## src/hdl/led_bar_effect_animator_macros.svh

```systemverilog
// Shared assertion macros for the bar animator.
`ifndef LED_BAR_EFFECT_ANIMATOR_MACROS_SVH
`define LED_BAR_EFFECT_ANIMATOR_MACROS_SVH

// Check cons in the same cycle as ante.
`define LBA_ASSERT_NOW(label, clk, rst, ante, cons, msg) \
  label: assert property (@(posedge clk) disable iff (rst) (ante) |-> (cons)) else $error(msg);

// Check cons in the cycle after ante.
`define LBA_ASSERT_NEXT(label, clk, rst, ante, cons, msg) \
  label: assert property (@(posedge clk) disable iff (rst) (ante) |=> (cons)) else $error(msg);

`endif

```

## src/hdl/lba_pkg.sv

```systemverilog
package lba_pkg;

  localparam int unsigned LED_COUNT = 5;
  localparam int unsigned PIX_W = 3;
  localparam logic [PIX_W-1:0] PIX_LAST = PIX_W'(LED_COUNT - 1);
  localparam logic [PIX_W-1:0] PIX_CENTER = PIX_W'(LED_COUNT / 2);

  localparam logic CMD_START = 1'b0;
  localparam logic CMD_TICK = 1'b1;

  typedef enum logic [2:0] {
    MODE_NONE = 3'd0,
    MODE_SOLID = 3'd1,
    MODE_RIPPLE = 3'd2,
    MODE_FLOW = 3'd3,
    MODE_PULSE = 3'd4,
    MODE_RAINBOW = 3'd5
  } effect_mode_t;

  typedef struct packed {
    logic [2:0] mode;
    logic right;
    logic [7:0] red;
    logic [7:0] green;
    logic [7:0] blue;
    logic [PIX_W-1:0] cursor;
  } frame_job_t;

endpackage

```

## src/hdl/lba_front.sv

```systemverilog
module lba_front (
  input  logic clk,
  input  logic rst,
  input  logic in_valid,
  output logic in_ready,
  input  logic cmd,
  input  logic [2:0] effect_kind,
  input  logic flow_right,
  input  logic [7:0] color_red,
  input  logic [7:0] color_green,
  input  logic [7:0] color_blue,
  input  logic [15:0] life_ms,
  input  logic [15:0] interval_ms,
  input  logic [31:0] now_ms,
  input  logic q_full,
  output logic q_push,
  output lba_pkg::frame_job_t q_job
);

  logic effect_active, effect_active_next;
  logic [2:0] effect_mode, effect_mode_next;
  logic moves_right, moves_right_next;
  logic [23:0] base_color, base_color_next;
  logic [15:0] frame_period, frame_period_next;
  logic [31:0] end_time, end_time_next;
  logic [31:0] prev_frame_time, prev_frame_time_next;
  logic [lba_pkg::PIX_W-1:0] phase_cursor, phase_cursor_next;
  logic idle_shown, idle_shown_next;
  logic accept;
  logic [31:0] elapsed;
  logic [lba_pkg::PIX_W-1:0] cursor_inc;

  assign in_ready = !q_full;
  assign accept = in_valid && in_ready;
  assign elapsed = now_ms - prev_frame_time;
  assign cursor_inc = (phase_cursor == lba_pkg::PIX_LAST) ? '0 : phase_cursor + 1'b1;

  always_comb begin
    effect_active_next = effect_active;
    effect_mode_next = effect_mode;
    moves_right_next = moves_right;
    base_color_next = base_color;
    frame_period_next = frame_period;
    end_time_next = end_time;
    prev_frame_time_next = prev_frame_time;
    phase_cursor_next = phase_cursor;
    idle_shown_next = idle_shown;
    q_push = 1'b0;
    q_job = '0;
    if (accept) begin
      if (cmd == lba_pkg::CMD_START) begin
        effect_active_next = 1'b1;
        effect_mode_next = effect_kind;
        moves_right_next = flow_right;
        base_color_next = {color_red, color_green, color_blue};
        end_time_next = now_ms + {16'd0, life_ms};
        frame_period_next = interval_ms;
        prev_frame_time_next = now_ms;
        phase_cursor_next = '0;
        idle_shown_next = 1'b0;
        q_push = 1'b1;
        q_job = '{mode: effect_kind, right: flow_right, red: color_red,
                  green: color_green, blue: color_blue, cursor: '0};
      end else if (effect_active && (now_ms < end_time)) begin
        if ((frame_period != 16'd0) && (elapsed >= {16'd0, frame_period})) begin
          prev_frame_time_next = now_ms;
          phase_cursor_next = cursor_inc;
          idle_shown_next = 1'b0;
          q_push = 1'b1;
          q_job = '{mode: effect_mode, right: moves_right, red: base_color[23:16],
                    green: base_color[15:8], blue: base_color[7:0], cursor: cursor_inc};
        end
      end else begin
        effect_active_next = 1'b0;
        effect_mode_next = '0;
        moves_right_next = 1'b0;
        base_color_next = '0;
        frame_period_next = '0;
        if (!idle_shown) begin
          idle_shown_next = 1'b1;
          q_push = 1'b1;
          q_job = '{mode: lba_pkg::MODE_NONE, right: 1'b0, red: 8'd0,
                    green: 8'd0, blue: 8'd0, cursor: '0};
        end
      end
    end
  end

  always_ff @(posedge clk) begin
    if (rst) begin
      effect_active <= 1'b0;
      effect_mode <= '0;
      moves_right <= 1'b0;
      base_color <= '0;
      frame_period <= '0;
      end_time <= '0;
      prev_frame_time <= '0;
      phase_cursor <= '0;
      idle_shown <= 1'b1;
    end else begin
      effect_active <= effect_active_next;
      effect_mode <= effect_mode_next;
      moves_right <= moves_right_next;
      base_color <= base_color_next;
      frame_period <= frame_period_next;
      end_time <= end_time_next;
      prev_frame_time <= prev_frame_time_next;
      phase_cursor <= phase_cursor_next;
      idle_shown <= idle_shown_next;
    end
  end

endmodule

```

## src/hdl/lba_queue.sv

```systemverilog
`include "led_bar_effect_animator_macros.svh"

module lba_queue (
  input  logic clk,
  input  logic rst,
  input  logic push,
  input  lba_pkg::frame_job_t push_job,
  output logic full,
  output logic head_valid,
  output lba_pkg::frame_job_t head_job,
  input  logic pop
);

  lba_pkg::frame_job_t entries [2];
  logic wr_ptr;
  logic rd_ptr;
  logic [1:0] count;

  assign full = (count == 2'd2);
  assign head_valid = (count != 2'd0);
  assign head_job = entries[rd_ptr];

  always_ff @(posedge clk) begin
    if (push) begin
      entries[wr_ptr] <= push_job;
    end
  end

  always_ff @(posedge clk) begin
    if (rst) begin
      wr_ptr <= 1'b0;
      rd_ptr <= 1'b0;
      count <= 2'd0;
    end else begin
      if (push) begin
        wr_ptr <= !wr_ptr;
      end
      if (pop) begin
        rd_ptr <= !rd_ptr;
      end
      count <= count + {1'b0, push} - {1'b0, pop};
    end
  end

  `LBA_ASSERT_NOW(a_no_push_full, clk, rst, push, !full, "push into full queue")
  `LBA_ASSERT_NOW(a_no_pop_empty, clk, rst, pop, head_valid, "pop from empty queue")

endmodule

```

## src/hdl/lba_back.sv

```systemverilog
`include "led_bar_effect_animator_macros.svh"

module lba_back (
  input  logic clk,
  input  logic rst,
  input  logic job_valid,
  input  lba_pkg::frame_job_t job,
  output logic job_pop,
  output logic out_valid,
  input  logic out_ready,
  output logic [2:0] pixel_index,
  output logic [7:0] out_red,
  output logic [7:0] out_green,
  output logic [7:0] out_blue,
  output logic frame_last
);

  localparam logic [16:0] F_FULL = 17'd65536;

  localparam logic [16:0] RIPPLE_F [4][5] = '{
    '{17'd0, 17'd13108, 17'd65536, 17'd13108, 17'd0},
    '{17'd16384, 17'd65536, 17'd32768, 17'd65536, 17'd16384},
    '{17'd65536, 17'd16384, 17'd0, 17'd16384, 17'd65536},
    '{17'd16384, 17'd10923, 17'd8192, 17'd10923, 17'd16384}
  };
  localparam logic [16:0] FLOW_F [5] = '{
    17'd65536, 17'd38230, 17'd21846, 17'd10923, 17'd5462
  };
  localparam logic [16:0] PULSE_CENTER_F [5] = '{
    17'd27307, 17'd65536, 17'd38230, 17'd16384, 17'd5462
  };
  localparam logic [16:0] PULSE_SIDE_F [5] = '{
    17'd16384, 17'd43691, 17'd21846, 17'd10923, 17'd0
  };
  localparam logic [7:0] RAINBOW [7][3] = '{
    '{8'd46, 8'd0, 8'd5}, '{8'd46, 8'd17, 8'd0}, '{8'd38, 8'd35, 8'd0},
    '{8'd0, 8'd43, 8'd11}, '{8'd0, 8'd36, 8'd43}, '{8'd12, 8'd0, 8'd47},
    '{8'd42, 8'd0, 8'd36}
  };

  logic [lba_pkg::PIX_W-1:0] pix;
  logic load;
  logic [3:0] dist_sum;
  logic [lba_pkg::PIX_W-1:0] flow_pos;
  logic [3:0] rb_sum;
  logic [2:0] rb_idx;
  logic [16:0] factor;
  logic [24:0] prod_r, prod_g, prod_b;
  logic [7:0] red_next, green_next, blue_next;

  assign load = job_valid && (!out_valid || out_ready);
  assign job_pop = load && (pix == lba_pkg::PIX_LAST);

  always_comb begin
    if (job.right) begin
      dist_sum = {1'b0, job.cursor} + 4'd5 - {1'b0, pix};
    end else begin
      dist_sum = {1'b0, pix} + {1'b0, job.cursor} + 4'd1;
    end
    flow_pos = (dist_sum >= 4'd5) ? lba_pkg::PIX_W'(dist_sum - 4'd5)
                                  : lba_pkg::PIX_W'(dist_sum);
    rb_sum = {1'b0, pix} + {1'b0, job.cursor};
    rb_idx = (rb_sum >= 4'd7) ? 3'(rb_sum - 4'd7) : 3'(rb_sum);
  end

  always_comb begin
    unique case (job.mode)
      lba_pkg::MODE_SOLID: factor = F_FULL;
      lba_pkg::MODE_RIPPLE: factor = RIPPLE_F[job.cursor[1:0]][pix];
      lba_pkg::MODE_FLOW: factor = FLOW_F[flow_pos];
      lba_pkg::MODE_PULSE: begin
        factor = (pix == lba_pkg::PIX_CENTER) ? PULSE_CENTER_F[job.cursor]
                                              : PULSE_SIDE_F[job.cursor];
      end
      default: factor = '0;
    endcase
  end

  assign prod_r = job.red * factor;
  assign prod_g = job.green * factor;
  assign prod_b = job.blue * factor;

  always_comb begin
    if (job.mode == lba_pkg::MODE_RAINBOW) begin
      red_next = RAINBOW[rb_idx][0];
      green_next = RAINBOW[rb_idx][1];
      blue_next = RAINBOW[rb_idx][2];
    end else begin
      red_next = prod_r[23:16];
      green_next = prod_g[23:16];
      blue_next = prod_b[23:16];
    end
  end

  always_ff @(posedge clk) begin
    if (rst) begin
      pix <= '0;
      out_valid <= 1'b0;
    end else begin
      if (load) begin
        pix <= (pix == lba_pkg::PIX_LAST) ? '0 : pix + 1'b1;
        out_valid <= 1'b1;
      end else if (out_ready) begin
        out_valid <= 1'b0;
      end
    end
  end

  always_ff @(posedge clk) begin
    if (load) begin
      pixel_index <= pix;
      out_red <= red_next;
      out_green <= green_next;
      out_blue <= blue_next;
      frame_last <= (pix == lba_pkg::PIX_LAST);
    end
  end

  `LBA_ASSERT_NOW(a_last_on_final, clk, rst, out_valid,
    frame_last == (pixel_index == lba_pkg::PIX_LAST), "frame_last off final pixel")
  `LBA_ASSERT_NEXT(a_frame_contiguous, clk, rst, out_valid && out_ready && !frame_last,
    out_valid && (pixel_index == $past(pixel_index) + 3'd1), "frame broken mid-way")

endmodule

```

## src/hdl/led_bar_effect_animator.sv

```systemverilog
// A start, or a tick that renders a frame, is written into the job queue and then into the
// pixel engine's output registers before its first pixel is presented; its five pixels follow
// one a cycle while out_ready holds high.
// A rendered frame holds the pixel engine until its five pixels are taken; items that render
// nothing never reach the queue. Input stalls only when the 2-entry job queue is full.
// Reset: rst, synchronous, clears the effect state and queue and marks the bar idle-shown.
module led_bar_effect_animator (
  input  logic clk,
  input  logic rst,
  input  logic in_valid,
  output logic in_ready,
  input  logic cmd,
  input  logic [2:0] effect_kind,
  input  logic flow_right,
  input  logic [7:0] color_red,
  input  logic [7:0] color_green,
  input  logic [7:0] color_blue,
  input  logic [15:0] life_ms,
  input  logic [15:0] interval_ms,
  input  logic [31:0] now_ms,
  output logic out_valid,
  input  logic out_ready,
  output logic [2:0] pixel_index,
  output logic [7:0] out_red,
  output logic [7:0] out_green,
  output logic [7:0] out_blue,
  output logic frame_last
);

  logic q_full;
  logic q_push;
  lba_pkg::frame_job_t q_job;
  logic head_valid;
  lba_pkg::frame_job_t head_job;
  logic head_pop;

  lba_front u_front (
    .clk(clk),
    .rst(rst),
    .in_valid(in_valid),
    .in_ready(in_ready),
    .cmd(cmd),
    .effect_kind(effect_kind),
    .flow_right(flow_right),
    .color_red(color_red),
    .color_green(color_green),
    .color_blue(color_blue),
    .life_ms(life_ms),
    .interval_ms(interval_ms),
    .now_ms(now_ms),
    .q_full(q_full),
    .q_push(q_push),
    .q_job(q_job)
  );

  lba_queue u_queue (
    .clk(clk),
    .rst(rst),
    .push(q_push),
    .push_job(q_job),
    .full(q_full),
    .head_valid(head_valid),
    .head_job(head_job),
    .pop(head_pop)
  );

  lba_back u_back (
    .clk(clk),
    .rst(rst),
    .job_valid(head_valid),
    .job(head_job),
    .job_pop(head_pop),
    .out_valid(out_valid),
    .out_ready(out_ready),
    .pixel_index(pixel_index),
    .out_red(out_red),
    .out_green(out_green),
    .out_blue(out_blue),
    .frame_last(frame_last)
  );

endmodule

```

## config.mk

```make
export PLATFORM = sky130hd
export DESIGN_NAME = led_bar_effect_animator
export DESIGN_NICKNAME = d
export VERILOG_FILES = /design/src/hdl/lba_pkg.sv /design/src/hdl/lba_front.sv /design/src/hdl/lba_queue.sv /design/src/hdl/lba_back.sv /design/src/hdl/led_bar_effect_animator.sv
export VERILOG_INCLUDE_DIRS = /design/src /design/src/hdl
export SDC_FILE = /design/constraint.sdc
export NUM_CORES = 1
export LEC_CHECK = 0
export ABC_AREA = 1
export ABC_CLOCK_PERIOD_IN_PS = 14500
export BUFFER_PORTS_ARGS = -buffer_cell sky130_fd_sc_hd__buf_2
export CAP_MARGIN = 20
export CORE_AREA = 2 2 158 315
export DETAILED_ROUTE_END_ITERATION = 8
export DIE_AREA = 0 0 160 317
export PLACE_DENSITY = 0.68
export SETUP_SLACK_MARGIN = 0.5
export SLEW_MARGIN = 10
export SYNTH_ARGS = -nofsm -noshare
export SYNTH_HDL_FRONTEND = slang
export SYNTH_SLANG_ARGS = --single-unit
export TNS_END_PERCENT = 10
```

## constraint.sdc

```tcl
create_clock -name clk -period 14.5 [get_ports clk]
set_clock_uncertainty 0.2 [all_clocks]
set_input_delay 3.625 -clock clk [delete_from_list [all_inputs] [get_ports clk]]
set_output_delay 3.625 -clock clk [all_outputs]
set_load 0.01 [all_outputs]
```

# After elaboration in Yosys (flattened, before gate mapping)
# Memory sizes are Yosys's and may differ from the RTL's. A register that Yosys moved wholly into a read port is not among the register bits.
# Cells that the tools add are included.
[classes]
reduce_logical = 17
mux = 57
mul = 3
n_shift = 0
n_eq_ne = 13
n_bitwise = 6
div_mod_pow = 0
add_sub_neg = 12
order_cmp = 9
[op_table]
columns = ["op", "n"]
rows = [
  ["85-bit binary-select mux with 2-bit select", 1],
  ["85-bit two-way mux", 2],
  ["17-bit two-way mux", 9],
  ["31-bit two-way mux", 4],
  ["24-bit two-way mux", 4],
  ["32-bit two-way mux", 3],
  ["8-bit by 17-bit multiplier with 24-bit output", 3],
  ["17-bit case mux with 4 select lines", 1],
  ["17-bit binary-select mux with 3-bit select", 1],
  ["32-bit by 16-bit adder with 32-bit output", 1],
  ["32-bit by 16-bit >= comparator with 1-bit output", 1],
  ["32-bit < comparator", 1],
  ["16-bit two-way mux", 2],
  ["32-bit subtractor", 1],
  ["3-bit two-way mux", 9],
  ["8-bit two-way mux", 3],
  ["1-bit two-way mux", 17],
  ["4-bit >= comparator, second input constant", 4],
  ["3-bit NOT with 4-bit output", 4],
  ["16-bit nonzero test", 1],
  ["3-bit equality test, second input constant", 4],
  ["3-bit by 2-bit equality test with 1-bit output, second input constant", 3],
  ["4-bit by 3-bit >= comparator with 1-bit output, second input constant", 2],
  ["3-bit by 1-bit adder with 3-bit output, second input constant", 2],
  ["other kinds (22)", 34],
]
[word_totals]
mem_count = 5
mem_bits_ro = 600
ram_bits = 62
latchBits = 0
regBits = 149
wordCells = 141
out_inout_bits = 30
in_bits = 97
[memory_table]
columns = ["name", "words", "width", "read_ports", "rd_clocked_by_memory_dff", "write_ports", "line", "rtl"]
rows = [
  ["(name not given)", 8, 24, 1, 0, 0, "lba_back.sv:85", "red_next = RAINBOW[rb_idx][0];"],
  ["(name not given)", 8, 17, 1, 0, 0, "lba_back.sv:70", "lba_pkg::MODE_FLOW: factor = FLOW_F[flow_pos];"],
  ["(name not given)", 8, 17, 1, 0, 0, "lba_back.sv:72", "factor = (pix == lba_pkg::PIX_CENTER) ? PULSE_CENTER_F[job.cursor]"],
  ["(name not given)", 8, 17, 1, 0, 0, "lba_back.sv:73", ": PULSE_SIDE_F[job.cursor];"],
  ["u_queue.entries", 2, 31, 1, 1, 1, "lba_queue.sv:14", "lba_pkg::frame_job_t entries [2];"],
]

# Logic depth before layout (Yosys ltp)
# Gate-level depths: netlist of the first run.
[depth]
ltp_word = 12
depth_mapped = 50

# Cells and area by module
# A second synthesis of the first run with hierarchy kept.
[unflattened]
cells_unflattened = 3482
hier_area_um2 = 25479.4
[by_module_without_submodules]
columns = ["mod", "n_inst", "seq_area_each_um2", "cells_each", "area_per_inst_um2"]
rows = [
  ["lba_back", 1, 920.9, 1778, 13370.3],
  ["lba_front", 1, 2262.2, 1577, 9640.5],
  ["lba_queue", 1, 1961.9, 127, 2468.6],
]

# Least setup slack after synthesis of the first run
# OpenSTA, ideal clock, no wires.
[synth_timing]
path_type = "flip-flop to flip-flop"
from = "register (tool-made name)"
to = "register u_back.out_blue[6], data pin"
stages_incl_launch_ff = 44
period_less_slack_ps = 8831
setup_slack_ps = 5669
required_time_ps = 14045
n_path_buf = 7
t_arrival_ps = 8376
path_cell_list = "dfxtp_1 -> buf_6 -> clkbuf_1 -> buf_2 -> buf_2 -> buf_1 -> o21ai_0 -> inv_1 -> fa_1 -> ha_1 -> o21ai_1 -> ha_1 -> inv_1 -> nor2_1 -> nand3b_1 -> nand2_1 -> nand2_1 -> nand2_1 -> (+8 left out) -> nand2_1 -> inv_1 -> fa_1 -> fa_1 -> fa_1 -> inv_1 -> fa_1 -> inv_1 -> ha_1 -> a21oi_1 -> a21boi_0 -> o21ai_0 -> a221oi_1 -> nor2_1 -> a2111oi_0 -> nand3_1 -> nand2_1 -> nor2_1"
[synth_lines]
columns = ["element", "line", "rtl"]
rows = [
  ["to (signal assigned)", "lba_back.sv:114", "out_blue <= blue_next;"],
  ["to (decl)", "lba_back.sv:14", "output logic [7:0] out_blue,"],
]

==> results_dict.tcl, run 1 <==
set metrics [dict create \
    rows 114 \
    drive_gt1_frac 0.0719 \
    grt_overflow_total 0 \
    critPathMaxFanout 55 \
    synth-edff-count 90 \
    fin_crit_sh 0.692 \
    drt_iter0_markers 1182 \
    route.detailed.drc 0 \
    ant_nets 0 \
    syn_nets 3850 \
    hold_path_class "reg -> reg" \
    netlist_area_sq_um 24400 \
    antenna_found_initial 0 \
    power_frac_seq 0.275 \
    io_buffer_count 126 \
    areaGrowthSynthToFinish_pct 8.21 \
    worst_setup_path_start_kind "flop" \
    die_h_microns 317 \
    synthArstFlopShare 0 \
    p_sw_frac 0.441 \
    max_stage_delay_ns 0.94 \
    slew_viol_final 0 \
    grt_first_pass_wirelength_microns 113000 \
    finalWirelength_microns 72200 \
    place_congestion 1.04 \
    worstSetupPathType "reg -> reg" \
    clock_path_buffers 3 \
    core_area_sq_um 48200 \
    first_pass_iters 7 \
    total_power_w 0.00260 \
    routedWlPerCell_microns 17.9 \
    cts_buffers 22 \
    start_util 0.507 \
    die_area_sq_um 50700 \
    root_buffer "clkbuf_16" \
    drv_cap 0 \
    cts_tree "built" \
    relSlewSlack 0.277 \
    num_vias 21437 \
    intPower_w 0.00145 \
    syn_area_per_cell_sq_um 7.47 \
    peakVddDrop_uv 88.3 \
    r2r_end "u_back.out_blue[6]" \
    synth_ff_type "dfxtp_1" \
    fin_nets 3955 \
    arrival_ns 10.14 \
    cts.htree.levels 1 \
    min_path_cells 2 \
    fmax_mhz 99.6 \
    reg2reg_depth 39 \
    ys_ff_latch 212 \
    netlist_instances 3272 \
    clk_latency_ns 0.54 \
    dieWidth_microns 160 \
    grt_max_degree 57 \
    ys_seq_area_frac 0.211 \
    p_leak_nw 13.5 \
    rrSetupSlack_ns 4.46 \
    status "finished clean" \
    n_antenna_cell 0 \
    setup_viol 0 \
    dpl_cell_area_sq_um 25700 \
    clk_pin_slew_ns 0.07 \
    worstMarginPinSlew_ns 1.07 \
    final_common_cell "inv_1" \
    n_fill_cell 4865 \
    critPathSlowestCell "dfxtp_2" \
    final.setup.tns_ns 0 \
    period_minus_slack_ns 10.04 \
    viasPerCell 5.32 \
    synth_warnings 0 \
    cts_resized 0 \
    final_util 0.549 \
    pwr_density_cell_nw_per_um2 98.2 \
    dp_hpwl_microns 60300 \
    rsz0062_at_grt "no" \
    grt_pass1_vias 22217 \
    numClockSinks 212 \
    min_to "u_front.base_color[7]" \
    cts-hold-fix-buffers 0 \
    postCtsSetupRepairBufs 0 \
    cp-end-kind "flop" \
    synthDistinctLibCells 57 \
    ios 127 \
    cp.required_ns 14.60 \
    fin_area_sq_um 26400 \
    grt_use_total 0.288 \
    finalHoldViolCount 0 \
    worstHoldStart "u_front.base_color[7]" \
    combPwrFrac 0.505 \
    clkPwrFrac 0.219 \
    most-common-layout-cells "inv_1, nand2_1, nor2_1, ha_1, fa_1" \
    p_sw_w 0.00115 \
]
==> stage by stage <==
| step | instances | hold slack [ns] | worst slack (ns) |
|---|---|---|---|
| 2_1_floorplan | 3272 | 0.237 | 5.67 |
| 3_3_place_gp | 3991 | 0.248 | 4.70 |
| 3_5_place_dp | 3991 | 0.252 | 4.52 |
| 4_1_cts | 4031 | 0.262 | 4.47 |
| 5_1_grt | 4031 | 0.280 | 3.58 |
| 6_report | 4031 | 0.262 | 4.46 |
==> synth_stat cells (9+ instances only) <==
cell	count	area [sq um]
a21boi_0	11	82.6
nand4_1	21	131
nor3_1	30	150
fa_1	235	4700
dfxtp_1	122	2440
nand2_1	682	2560
a21oi_1	220	1100
ha_1	246	3080
nand3_1	101	505
xnor2_1	17	149
nor2_2	23	144
clkbuf_1	42	158
nand3b_1	14	105
o21bai_1	30	225
xor2_1	57	499
a31oi_1	12	75.1
o21ai_1	53	265
nor2_1	257	965
o21ai_0	119	596
o21a_1	14	105
inv_1	763	2860
edfxtp_1	90	2700
nor4_1	9	56.3
buf_2	9	45.0
==> power by group through the flow <==
stage | logic (W) | clock network, W | registers [W]
2_1_floorplan | 0.000917 | 0 | 0.000731
3_3_place_gp | 0.00130 | 0 | 0.000728
3_5_place_dp | 0.00131 | 0 | 0.000728
4_1_cts | 0.00132 | 0.000582 | 0.000716
5_1_grt | 0.00149 | 0.000602 | 0.000721
6_report | 0.00131 | 0.000569 | 0.000715
==> state kept, by name (all words and copies together), names as in the netlist, named ones only <==
signal and cells:
u_front.moves_right 1, u_back.pix 3, u_queue.wr_ptr 1, u_front.frame_period 16
u_back.frame_last 1, u_back.out_blue 8, u_front.idle_shown 1, u_back.out_red 8
u_back.pixel_index 3, u_back.out_green 8, u_front.phase_cursor 3, u_queue.rd_ptr 1
u_queue.count 2, u_front.end_time 32, u_front.effect_active 1, u_front.base_color 24
u_queue.entries 62, u_back.out_valid 1, u_front.effect_mode 3, u_front.prev_frame_time 32
==> how the worst max path moves through the flow <==
stage          start            endpoint  slack, ns  depth (start not counted)
3_3_place_gp    flop  u_back.out_blue[6]       4.70                         41
6_report        flop  u_back.out_blue[6]       4.46                         39
5_1_grt         flop  u_back.out_blue[6]       3.58                         41
2_1_floorplan   flop  u_back.out_blue[6]       5.67                         43
4_1_cts         flop  u_back.out_blue[6]       4.47                         41
3_5_place_dp    flop  u_back.out_blue[6]       4.52                         41
==> per-layer routing <==
| layer | wire length [microns] | share of wire | GRT usage | up-vias |
|---|---|---|---|---|
| met1 | 23500 | 0.32 | 0.272 | 10093 |
| met4 | 5390 | 0.075 | 0.190 | 0 |
| met2 | 40100 | 0.56 | 0.585 | 690 |
| met3 | 3240 | 0.045 | 0.0230 | 266 |
| met5 | 0 | 0 | 0 | - |
| li1 | - | - | - | 10388 |
==> area by class of cell <==
| cell class | count | area, sq um | share of cell area |
|---|---|---|---|
| flip-flops and latches | 212 | 5150 | 0.195 |
| clock inverters | 9 | 58.8 | 0.00222 |
| repair buffers | 145 | 776 | 0.0293 |
| multi-input cells | 2223 | 16100 | 0.610 |
| well taps | 638 | 798 | 0.0302 |
| inverters | 773 | 2910 | 0.110 |
| clock buffers | 31 | 641 | 0.0242 |
==> kinds of logic (layout without fill, tap and decap cells) <==
logic type,after synthesis,count (layout),share of synthesized area
compound gates,504,504,0.116
xor+xnor,74,74,0.0265
fa+ha+maj,481,481,0.318
buf+inv,837,958,0.131
flops,212,212,0.211
simple gates,1164,1164,0.198
==> worst max-delay path, delay by kind of cell (launching register included) <==
family	cells	cell delay, ns
buf+inv	10	1.42
flops	1	0.94
simple gates	11	1.24
fa+ha+maj	10	3.97
compound gates	8	1.97
(Power assumes the default switching activity.)
==> run 2, diff against run 1 <==
--- a/config.mk
+++ b/config.mk
@@ -7,7 +7,7 @@
 export NUM_CORES = 1
 export LEC_CHECK = 0
 export ABC_AREA = 1
-export ABC_CLOCK_PERIOD_IN_PS = 14500
+export ABC_CLOCK_PERIOD_IN_PS = 9650
 export BUFFER_PORTS_ARGS = -buffer_cell sky130_fd_sc_hd__buf_2
 export CAP_MARGIN = 20
 export CORE_AREA = 2 2 158 315
==> constraint.sdc (replaced) <==
create_clock -name clk -period 9.65 [get_ports clk]
set_clock_uncertainty 0.2 [all_clocks]
set_input_delay 2.4125 -clock clk [delete_from_list [all_inputs] [get_ports clk]]
set_output_delay 2.4125 -clock clk [all_outputs]
set_load 0.01 [all_outputs]
==> results_dict.tcl, run 2 (synthesis gave the netlist of run 1 again) <==
set metrics [dict create \
    status "finished clean" \
    dpl_cell_area_sq_um 25800 \
    ios 127 \
    finalWirelength_microns 73300 \
    worstMarginPinSlew_ns 1.13 \
    viasPerCell 5.31 \
    drv_cap 0 \
    pre_cts_slack_ns 0.381 \
    cts_buffers 22 \
    cp-end-kind "flop" \
    route.detailed.drc 0 \
    dr.max_layer_used "met5" \
    ant_nets 0 \
    critPathSlowestCell "fa_1" \
    fin_area_sq_um 26600 \
    relSlewSlack 0.241 \
    io_buffer_count 126 \
    dp_hpwl_microns 61400 \
    grt_max_degree 61 \
    p_leak_nw 13.5 \
    most-common-layout-cells "inv_1, nand2_1, nor2_1, ha_1, fa_1" \
    clock_path_buffers 3 \
    dieWidth_microns 160 \
    peakVddDrop_uv 128 \
    cts_tree "built" \
    grt_overflow_total 0 \
    finalHoldViolCount 0 \
    grt_pass1_vias 22498 \
    die_area_sq_um 50700 \
    numClockSinks 212 \
    die_h_microns 317 \
    setup_slack_ns 0.953 \
    pwr_density_cell_nw_per_um2 149 \
    routedWlPerCell_microns 18.1 \
    largest_reg_flops 62 \
    cts.htree.levels 1 \
    rows 114 \
    drive_gt1_frac 0.0761 \
    final_common_cell "inv_1" \
    drt_iter0_markers 1220 \
    num_vias 21477 \
    period_minus_slack_ns 8.70 \
    worstSetupPathType "reg -> reg" \
    largest_register "u_queue.entries" \
    hold_path_class "reg -> reg" \
    worst_setup_path_start_kind "flop" \
    place_congestion 1.06 \
    dr_wl_met2_microns 40700 \
    clk_latency_ns 0.55 \
    start_util 0.507 \
    slew_viol_final 0 \
    critPathMaxFanout 15 \
    arrival_ns 8.80 \
    final_util 0.552 \
    cp.required_ns 9.75 \
    setup_viol 0 \
    clk_pin_slew_ns 0.07 \
    root_buffer "clkbuf_16" \
    first_pass_iters 5 \
    path_buf_inv 10 \
    final.setup.tns_ns 0 \
    fmax_mhz 115 \
    grt_use_total 0.292 \
    areaGrowthSynthToFinish_pct 8.86 \
    grt_first_pass_wirelength_microns 115000 \
    rsz0062_at_grt "yes" \
    core_area_sq_um 48200 \
    biggestRegsByFlops "u_queue.entries: 62 flops, u_front.end_time: 32 flops, u_front.prev_frame_time: 32 flops" \
    max_stage_delay_ns 0.56 \
    antenna_found_initial 3 \
    whs_ns 0.262 \
    n_fill_cell 4903 \
    path_delay_family "adder cells" \
    fin_crit_sh 0.901 \
    wl_met3_microns 3060 \
    wl_met1_microns 23600 \
    fin_nets 3964 \
]
==> run 2: worst paths after layout <==
check / from / end / slack [ns] / cells after the start
setup / recovery: flop / u_back.out_green[6] / 0.95 / 42
hold / removal: u_front.base_color[18] / u_front.base_color[18] / 0.26 / 2
setup reg to reg: flop / u_back.out_green[6] / 0.95 / 42
hold reg to reg: u_front.base_color[18] / u_front.base_color[18] / 0.26 / 2
==> run 2: timing repair <==
action,CTS,global route
gates resized for setup,1,9
gates cloned,0,1
setup buffers,0,2
hold buffers,0,0
endpoints found under the setup margin,1,11
==> run 2: worst register-to-register path: cells and delay by family, from the launching register on <==
kind | cells | cell delay, ns
flops | 1 | 0.37
fa+ha+maj | 10 | 3.92
buf+inv | 10 | 0.92
compound gates | 6 | 1.30
simple gates | 16 | 1.78
==> run 2: final cells by class <==
| class | instances | area (sq um) | share of cell area |
|---|---|---|---|
| Multi-Input combinational cell | 2224 | 16200 | 0.608 |
| Sequential cell | 212 | 5150 | 0.193 |
| Inverter | 773 | 2910 | 0.109 |
| Timing Repair Buffer | 153 | 840 | 0.0316 |
| Tap cell | 638 | 798 | 0.0300 |
| Clock buffer | 29 | 608 | 0.0229 |
| Clock inverter | 11 | 134 | 0.00503 |
| Antenna cell | 2 | 5.00 | 0.000188 |
==> run 2: through the flow <==
step | power, W | instances
after floorplan | 0.00248 | 3272
after global placement | 0.00305 | 3997
after detailed placement | 0.00308 | 3997
after CTS | 0.00400 | 4037
after global routing | 0.00431 | 4042
final | 0.00397 | 4042
==> run 2: power by group <==
group          internal (W)  switching [W]
Sequential          0.00104      0.0000367
Clock              0.000506       0.000398
Combinational      0.000679        0.00132
==> run 2: layer usage <==
metal,vias up,global-route usage
met5,-,0
met4,2,0.206
met3,298,0.0304
met2,673,0.596
met1,10126,0.263
li1,10378,-
==> run 3, diff against run 2 <==
--- a/config.mk
+++ b/config.mk
@@ -10,13 +10,14 @@
 export ABC_CLOCK_PERIOD_IN_PS = 9650
 export BUFFER_PORTS_ARGS = -buffer_cell sky130_fd_sc_hd__buf_2
 export CAP_MARGIN = 20
-export CORE_AREA = 2 2 158 315
+export CORE_AREA = 2 2 172 342
 export DETAILED_ROUTE_END_ITERATION = 8
-export DIE_AREA = 0 0 160 317
-export PLACE_DENSITY = 0.68
+export DIE_AREA = 0 0 174 344
+export HOLD_SLACK_MARGIN = 0.15
 export SETUP_SLACK_MARGIN = 0.5
 export SLEW_MARGIN = 10
 export SYNTH_ARGS = -nofsm -noshare
 export SYNTH_HDL_FRONTEND = slang
+export SYNTH_HIERARCHICAL = 1
 export SYNTH_SLANG_ARGS = --single-unit
 export TNS_END_PERCENT = 10
==> results_dict.tcl, run 3 <==
set metrics [dict create \
    min_path_cells 2 \
    die_h_microns 344 \
    critPathSlowestCell "fa_1" \
    drt_iter0_markers 861 \
    status "finished clean" \
    drv_cap 0 \
    max_stage_delay_ns 0.63 \
    grt_overflow_total 0 \
    fmax_mhz 114 \
    total_power_w 0.00542 \
    setup_viol 0 \
    drive_gt1_frac 0.0896 \
    slew_viol_final 0 \
    most-common-layout-cells "inv_1, nand2_1, nor2_1, ha_1, a21oi_1" \
    r2r_end "u_back/out_blue[0]" \
    cts.htree.levels 1 \
    finalHoldViolCount 0 \
    place_congestion 0.963 \
    syn_area_per_cell_sq_um 7.32 \
    crit_top_cell "inv_1" \
    die_area_sq_um 59900 \
    grt_use_total 0.274 \
    cp-end-kind "flop" \
    io_buffer_count 126 \
    rows 124 \
    core_area_sq_um 57100 \
    root_buffer "clkbuf_16" \
    worstSetupPathType "reg -> reg" \
    synth_largest_area_cell "fa_1" \
    numClockSinks 212 \
    clk_pin_slew_ns 0.06 \
    worstMarginPinSlew_ns 0.962 \
    dp_hpwl_microns 67800 \
    ys_ff_latch 212 \
    rsz0062_at_grt "yes" \
    p_leak_nw 14.6 \
    syn_nets 4060 \
    largest_register "u_queue/entries" \
    grt_first_pass_wirelength_microns 125000 \
    netlist_instances 3482 \
    num_vias 22222 \
    grt_max_degree 87 \
    synthDistinctLibCells 64 \
    first_pass_iters 6 \
    reg2reg_depth 34 \
    worst_setup_path_start_kind "flop" \
    viasPerCell 5.11 \
    fin_area_sq_um 27600 \
    yosysMostFrequentCell "inv_1" \
    critPathMaxFanout 24 \
    synthArstFlopShare 0 \
    dieWidth_microns 174 \
    cts_tree "built" \
    synth_ff_type "dfxtp_1" \
    fin_crit_sh 0.910 \
    routedWlPerCell_microns 18.6 \
    yosysTopAreaCellShare 0.185 \
    peakVddDrop_uv 159 \
    rrSetupSlack_ns 0.87 \
    period_minus_slack_ns 8.78 \
    relSlewSlack 0.359 \
    cp.required_ns 9.67 \
    pwr_density_cell_nw_per_um2 196 \
    ant_nets 0 \
    route.detailed.drc 0 \
    grt_pass1_vias 23478 \
    biggestRegsByFlops "u_queue/entries: 62 flops, u_front/end_time: 32 flops, u_front/prev_frame_time: 32 flops" \
    met2_usage 0.566 \
    antenna_found_initial 4 \
    use_met1 0.235 \
    synth-edff-count 90 \
    fin_nets 4154 \
    hold_path_class "reg -> reg" \
    clock_path_buffers 3 \
    netlist_area_sq_um 25500 \
    dpl_cell_area_sq_um 26800 \
    ys_seq_area_frac 0.202 \
    synth.top_cells.by_count "inv_1, nand2_1, nor2_1" \
    worstHoldStart "u_front/end_time[0]" \
    final_common_cell "inv_1" \
    ios 127 \
    yosys-top-cells-area "fa_1, inv_1, nand2_1" \
    finalWirelength_microns 80800 \
    start_util 0.446 \
    clk_latency_ns 0.55 \
    largest_reg_flops 62 \
    final.setup.tns_ns 0 \
    met3_usage 0.0319 \
    synth_warnings 6 \
    cts_buffers 22 \
    areaGrowthSynthToFinish_pct 8.50 \
    arrival_ns 8.80 \
    whs_ns 0.254 \
    min_to "u_front/end_time[0]" \
    grt_busiest_layer "met2" \
]
==> run 3: how the worst max path moves through the flow <==
stage | depth (start not counted) | slack, ns | startpoint | endpoint
2_1_floorplan | 38 | 1.57 | flop | u_back/out_red[6]
3_3_place_gp | 32 | 0.79 | flop | u_back/out_blue[0]
3_5_place_dp | 32 | 0.73 | flop | u_back/out_blue[0]
4_1_cts | 32 | 0.71 | flop | u_back/out_blue[0]
5_1_grt | 36 | 0.46 | flop | u_back/out_blue[0]
6_report | 34 | 0.87 | flop | u_back/out_blue[0]
==> run 3: area by class of cell <==
| class | instances | area (sq um) |
|---|---|---|
| Clock inverter | 12 | 136 |
| Antenna cell | 1 | 2.50 |
| Tap cell | 756 | 946 |
| Inverter | 842 | 3170 |
| Multi-Input combinational cell | 2347 | 16800 |
| Timing Repair Buffer | 151 | 843 |
| Sequential cell | 212 | 5140 |
| Fill cell | 5959 | 29500 |
| Clock buffer | 28 | 614 |
==> run 3: cells by family (layout without fill, tap and decap cells) <==
group                    after synthesis  after routing  share of synthesized area
AND/OR/NAND/NOR                     1361           1361                      0.228
buffers and inverters                923           1033                      0.141
adder cells (fa/ha/maj)              481            481                      0.305
AO/OA/AOI/OAI                        418            418                     0.0913
flip-flops                           212            212                      0.202
XOR/XNOR                              55             55                     0.0189
multiplexers                          32             32                     0.0141
other                                  0              1                          0
==> run 3: metrics by stage <==
step / cells / utilization / setup WS, ns
6_report: 4349 / 0.484 / 0.870
5_1_grt: 4348 / 0.484 / 0.458
4_1_cts: 4342 / 0.482 / 0.706
3_5_place_dp: 4302 / 0.469 / 0.727
3_3_place_gp: 4302 / 0.469 / 0.794
2_1_floorplan: 3482 / - / 1.57
==> run 3: power breakdown <==
part | switching, W | total [W] | leakage (nW) | internal (W)
registers | 0.0000583 | 0.00116 | 1.87 | 0.00110
clock network | 0.000396 | 0.000908 | 0.365 | 0.000512
logic | 0.00224 | 0.00336 | 12.4 | 0.00112
total | 0.00269 | 0.00542 | 14.6 | 0.00273
==> run 3: critical path, delay by kind of cell, from the launching register on <==
family / cells / cell delay [ns]
XOR/XNOR: 1 / 0.23
multiplexers: 2 / 0.65
adder cells (fa/ha/maj): 10 / 4.03
flip-flops: 1 / 0.38
AND/OR/NAND/NOR: 7 / 0.81
AO/OA/AOI/OAI: 6 / 1.46
buffers and inverters: 8 / 0.67
==> run 3: metal layers <==
layer	share of wire	vias to the layer above
met5	0.00051	-
met4	0.086	6
met3	0.035	299
met2	0.57	556
met1	0.31	10445
li1	-	10916
==> run 3: repair_timing <==
item                       in CTS  in global routing
setup buffers                   0                  4
hold buffers                    0                  0
setup endpoints to repair       0                  7
resized for setup               0                  6
